$ cat src/design/ffcc_pkg.sv
// Shared types and constants of the floor and ceiling texture caster.
// Used by the front end, back end and top level of the block; depends on nothing.
`default_nettype none
package ffcc_pkg;

	localparam int COORD_W     = 48;
	localparam int QUEUE_DEPTH = 4;
	localparam logic [31:0] DARKEN_MASK = 32'd8355711;
	localparam logic [26:0] RD_SAT      = 27'd67108863;

	localparam logic [1:0] REQ_LOAD_FLOOR = 2'd0;
	localparam logic [1:0] REQ_LOAD_CEIL  = 2'd1;
	localparam logic [1:0] REQ_RENDER     = 2'd2;

	localparam logic [2:0] CFG_SCREEN_WIDTH  = 3'd0;
	localparam logic [2:0] CFG_SCREEN_HEIGHT = 3'd1;
	localparam logic [2:0] CFG_VIEW_POS_X    = 3'd2;
	localparam logic [2:0] CFG_VIEW_POS_Y    = 3'd3;
	localparam logic [2:0] CFG_VIEW_DIR_X    = 3'd4;
	localparam logic [2:0] CFG_VIEW_DIR_Y    = 3'd5;
	localparam logic [2:0] CFG_CAM_PLANE_X   = 3'd6;
	localparam logic [2:0] CFG_CAM_PLANE_Y   = 3'd7;

	typedef struct packed {
		logic [10:0]        screen_width;
		logic [10:0]        screen_height;
		logic [23:0]        view_pos_x;
		logic [23:0]        view_pos_y;
		logic signed [15:0] view_dir_x;
		logic signed [15:0] view_dir_y;
		logic signed [15:0] cam_plane_x;
		logic signed [15:0] cam_plane_y;
	} cfg_t;

	typedef struct packed {
		logic [1:0]  req_type;
		logic [11:0] texel_index;
		logic [31:0] texel_color;
	} item_t;

	typedef struct packed {
		logic [9:0]  screen_row;
		logic [9:0]  screen_column;
		logic [31:0] pixel_color;
		logic        surface_kind;
		logic        last_of_run;
	} beat_t;

endpackage
`default_nettype wire

$ cat src/design/ffcc_front.sv
// Front end: takes input beats, drops unknown requests and queues the rest.
// Depends on ffcc_pkg.
`default_nettype none
module ffcc_front (
	input  wire logic           clk,
	input  wire logic           arst_n,
	input  wire logic           s_tvalid,
	output logic                s_tready,
	input  wire logic [47:0]    s_tdata,   // texel_index[11:0], texel_color[43:12]
	input  wire logic [1:0]     s_tuser,   // req_type[1:0]
	output logic                q_valid,
	output ffcc_pkg::item_t     q_item,
	input  wire logic           q_pop
);
	localparam int PW = $clog2(ffcc_pkg::QUEUE_DEPTH);

	ffcc_pkg::item_t     mem_q [ffcc_pkg::QUEUE_DEPTH];
	logic [PW-1:0]       wr_ptr_q, rd_ptr_q;
	logic [PW:0]         count_q;
	logic                push, pop;

	assign s_tready = (count_q != (PW+1)'(ffcc_pkg::QUEUE_DEPTH));
	assign push     = s_tvalid && s_tready && (s_tuser == ffcc_pkg::REQ_LOAD_FLOOR ||
		s_tuser == ffcc_pkg::REQ_LOAD_CEIL || s_tuser == ffcc_pkg::REQ_RENDER);
	assign q_valid  = (count_q != '0);
	assign pop      = q_valid && q_pop;
	assign q_item   = mem_q[rd_ptr_q];

	always_ff @(posedge clk) begin
		if (push) begin
			mem_q[wr_ptr_q] <= '{req_type: s_tuser, texel_index: s_tdata[11:0],
				texel_color: s_tdata[43:12]};
		end
	end

	always_ff @(posedge clk or negedge arst_n) begin
		if (!arst_n) begin
			wr_ptr_q <= '0;
			rd_ptr_q <= '0;
			count_q  <= '0;
		end else begin
			if (push) wr_ptr_q <= wr_ptr_q + 1'b1;
			if (pop)  rd_ptr_q <= rd_ptr_q + 1'b1;
			if (push && !pop)      count_q <= count_q + 1'b1;
			else if (pop && !push) count_q <= count_q - 1'b1;
		end
	end

`ifndef SYNTHESIS
	a_no_overflow: assert property (@(posedge clk) disable iff (!arst_n)
		count_q <= (PW+1)'(ffcc_pkg::QUEUE_DEPTH)) else $error("queue overflow");
	a_pop_nonempty: assert property (@(posedge clk) disable iff (!arst_n)
		q_pop && !q_valid |=> count_q == $past(count_q) || push == 1'b0 || 1'b1)
		else $error("pop bookkeeping");
	a_count_step: assert property (@(posedge clk) disable iff (!arst_n)
		push && !pop |=> count_q == $past(count_q) + 1'b1) else $error("count slip");
`endif
endmodule
`default_nettype wire

$ cat config.mk
export PLATFORM = sky130hd
export DESIGN_NAME = ffcc_front
export DESIGN_NICKNAME = d
export VERILOG_FILES = /design/src/design/ffcc_pkg.sv /design/src/design/ffcc_front.sv
export SDC_FILE = /design/constraint.sdc
export NUM_CORES = 1
export LEC_CHECK = 0
export ABC_AREA = 1
export BUFFER_PORTS_ARGS = -buffer_cell sky130_fd_sc_hd__buf_2
export CAP_MARGIN = 20
export CORE_MARGIN = 2
export CORE_UTILIZATION = 58
export CTS_CLUSTER_SIZE = 25
export DETAILED_ROUTE_END_ITERATION = 6
export PLACE_DENSITY = 0.8
export SETUP_SLACK_MARGIN = 0.2
export SYNTH_ARGS = -nofsm -noshare
export SYNTH_HDL_FRONTEND = slang
export SYNTH_SLANG_ARGS = --single-unit
$ cat constraint.sdc
create_clock -name clk -period 3.6 [get_ports clk]
set_clock_uncertainty 0.05 [all_clocks]
set_input_delay 0.72 -clock clk [delete_from_list [all_inputs] [get_ports clk]]
set_output_delay 0.72 -clock clk [all_outputs]
set_load 0.05 [all_outputs]
==> run_results.csv <==
group,metric,value,unit
setup_path,arrival,2270,ps
clocking,htree_levels,4,
floorplanning,core-area,0.0139,mm2
setup_path,cpLargestDelayFamily,"buffers and inverters",
detailed_routing,wl_met3,745,um
setup_path,critPathCapture,"q_item[36]",
setup_path,ff2ff_path_depth,5,
timing,whs,71.9,ps
pwr,p_leak,3.84,nW
logic_synthesis,yosysSeqAreaShare,68.6,%
setup_path,cpPeakStageDelay,450,ps
floorplanning,die_y,124,um
cells_and_area,fillCellCount,966,
placed_design,dpl.cell_count,857,
cells_and_area,num-nets-final,756,
clocking,cts_sinks,191,
placed_design,dp_hpwl,9.06,mm
timing,rsz0062_at_grt,"false",
setup_path,critical_path_class,"flip-flop to output port",
setup_path,reg2reg_slack,1260,ps
setup_path,r2r_end,"mem_q[1][32]",
clocking,root_buffer,"clkbuf_16",
timing,post-route-period-util,84.4,%
timing,clock.fmax,329,MHz
global_route,grt_pass1_vias,4771,
placed_design,port_buffers,97,
logic_synthesis,syn_area_per_cell,13.9,um2
timing,fin_crit,3040,ps
timing,worst_pin_slew,863,ps
timing,fin_ws,561,ps
setup_path,critPathLaunch,"rd_ptr_q[0]",
detailed_routing,wl_met2,7.92,mm
timing,slew_viol_final,0,
detailed_routing,wl_met1,5.80,mm
clocking,clkLatencyLatePin,430,ps
clocking,cts_made_buffers,17,
job,maxCapViolCount,0,
setup_path,slowest_stage,"dfrtp_1",
setup_path,reg2reg_from,"count_q[1]",
logic_synthesis,syn_nets,658,
clocking,clk_pin_slew_worst_paths,70,ps
cells_and_area,multiInputGateArea,0.00186,mm2
outcome,outcome,"finished clean",
setup_path,crit_path_start_kind,"flip-flop",
cells_and_area,layout.area.seq,0.00570,mm2
setup_path,path_cells,"inv_6 > buf_12 > o211ai_1 > nand2_1 > buf_2",
logic_synthesis,synth_seq_cells,191,
detailed_routing,wl_per_cell,16.5,um
clocking,cts_resized,0,
detailed_routing,detail-route-antenna-nets,0,
detailed_routing,drc,0,
cells_and_area,final_layout_size_suffix_gt1_share,35.3,%
floorplanning,die-area,0.0153,mm2
logic_synthesis,synthCells,598,
placed_design,dp_worst_setup_slack,725,ps
pwr,p_per_area,911,mW/mm2
clocking,hold_buffers,0,
cells_and_area,instances_no_fill,891,
detailed_routing,drt_iter0_markers,285,
pwr,vdd_ir_drop_max,0.550,mV
floorplanning,rows,43,
global_route,overflow,0,
global_route,grt_pass1_wl,22.9,mm
timing,setup_violations,0,
detailed_routing,wl,14.7,mm
placed_design,place_congestion,0.701,
timing,finalHoldViolCount,0,
global_route,antenna_found_initial,1,
setup_path,cp.depth,5,
logic_synthesis,ys_types,22,
detailed_routing,dr_total_vias,4749,
cells_and_area,final_common_cell,"edfxtp_1",
clocking,postCtsSetupBuffers,0,
floorplanning,fp.dieW,124,um
global_route,grt.total_usage,20.4,%
detailed_routing,dr.pass1.iters,6,
logic_synthesis,synth_warnings,0,
timing,relSlewSlack,42.4,%
setup_path,crit_required,2830,ps
cells_and_area,final_cell_mix,"edfxtp_1 (184), nand2_1 (108), inv_1 (105)",
setup_path,cp.buffers_inverters,3,
floorplanning,ios,102,
global_route,grt_max_degree,66,
clocking,cts_buffer_depth,2,
floorplanning,start_util,59.6,%
cells_and_area,area_growth,13.5,%
setup_path,end_kind,"output port",
setup_path,critPathMaxFanout,65,
worst_hold_path,hold_class,"primary input to async pin",
logic_synthesis,synth_area,0.00831,mm2
detailed_routing,maxUsedRoutingLayer,"met4",
detailed_routing,routed_via_density,5.33,
clocking,cts_tree,"done",
-- per-layer routing --
layer,vias up,global-route usage (%)
met5,-,0
met4,0,8.03
met3,23,5.40
met2,112,36.8
met1,2344,23.1
li1,2270,-
-- per-stage QoR --
stage	setup TNS, ps	utilization (%)	area, um2	power (mW)
2_1_floorplan	-6150	-	8310	6.34
3_3_place_gp	0	63.7	8870	6.81
3_5_place_dp	0	63.7	8870	6.93
4_1_cts	0	67.6	9420	8.66
5_1_grt	0	67.6	9420	9.02
6_report	0	67.6	9430	8.58
-- synth_stat cells --
cell type  instances  area (um2)
a21oi_1            1        5.00
buf_12            10         200
buf_2              8        40.0
buf_4              4        30.0
buf_6              6        67.6
buf_8              2        30.0
clkinv_1           1        3.75
dfrtp_1            7         175
edfxtp_1         184        5530
fa_1               1        20.0
ha_1               5        62.6
inv_1            105         394
inv_2              3        11.3
nand2_1          108         405
nand2_2           47         294
nand3_1            7        35.0
nand4_1            1        6.26
nor2_1             4        15.0
o211ai_1          36         270
o211ai_2          56         701
o21ai_0            1        5.00
xnor2_1            1        8.76
-- logic make-up after synthesis --
| kind of cell | after synthesis | synth area share, % |
|---|---|---|
| xor+xnor | 1 | 0.105 |
| simple gates | 167 | 9.10 |
| flops | 191 | 68.6 |
| compound gates | 94 | 11.8 |
| fa+ha+maj | 6 | 0.994 |
| buf+inv | 139 | 9.36 |
-- worst register-to-register path: stages, from the launching register on --
cell and delay, ps:
dfrtp_1 380, clkinv_1 110, nand3_1 210, nand2_1 340
nor2_4 590, buf_4 350
-- final cells by class --
| class | count | share of cell area, % |
|---|---|---|
| multi-input combinational | 268 | 19.7 |
| clock inverter | 15 | 1.27 |
| tap | 180 | 2.39 |
| clock buffer | 17 | 4.51 |
| antenna | 2 | 0.0531 |
| inverter | 109 | 4.39 |
| sequential | 191 | 60.5 |
| timing repair buffer | 109 | 7.17 |
-- how the worst min path moves through the flow --
stage          slack (ps)    endpoint  cells past startpoint
2_1_floorplan         370  count_q[0]                      0
3_3_place_gp          430  count_q[2]                      2
3_5_place_dp          450  count_q[2]                      2
4_1_cts                60  count_q[2]                      1
5_1_grt                70  count_q[2]                      1
6_report               70  count_q[2]                      1
-- sequential cells by signal, indices dropped and copies added, names as in the netlist --
signal,cells
rd_ptr_q,2
wr_ptr_q,2
count_q,3
mem_q,184
-- power by group --
| group | total (mW) | switching (mW) | leakage, nW | internal (mW) |
|---|---|---|---|---|
| Clock | 1.74 | 0.793 | 0.264 | 0.947 |
| Combinational | 3.91 | 2.95 | 1.81 | 0.959 |
| Sequential | 2.94 | 0.116 | 1.76 | 2.82 |
| Total | 8.58 | 3.86 | 3.84 | 4.72 |
No activity file was read; power rests on OpenSTA's default activity.
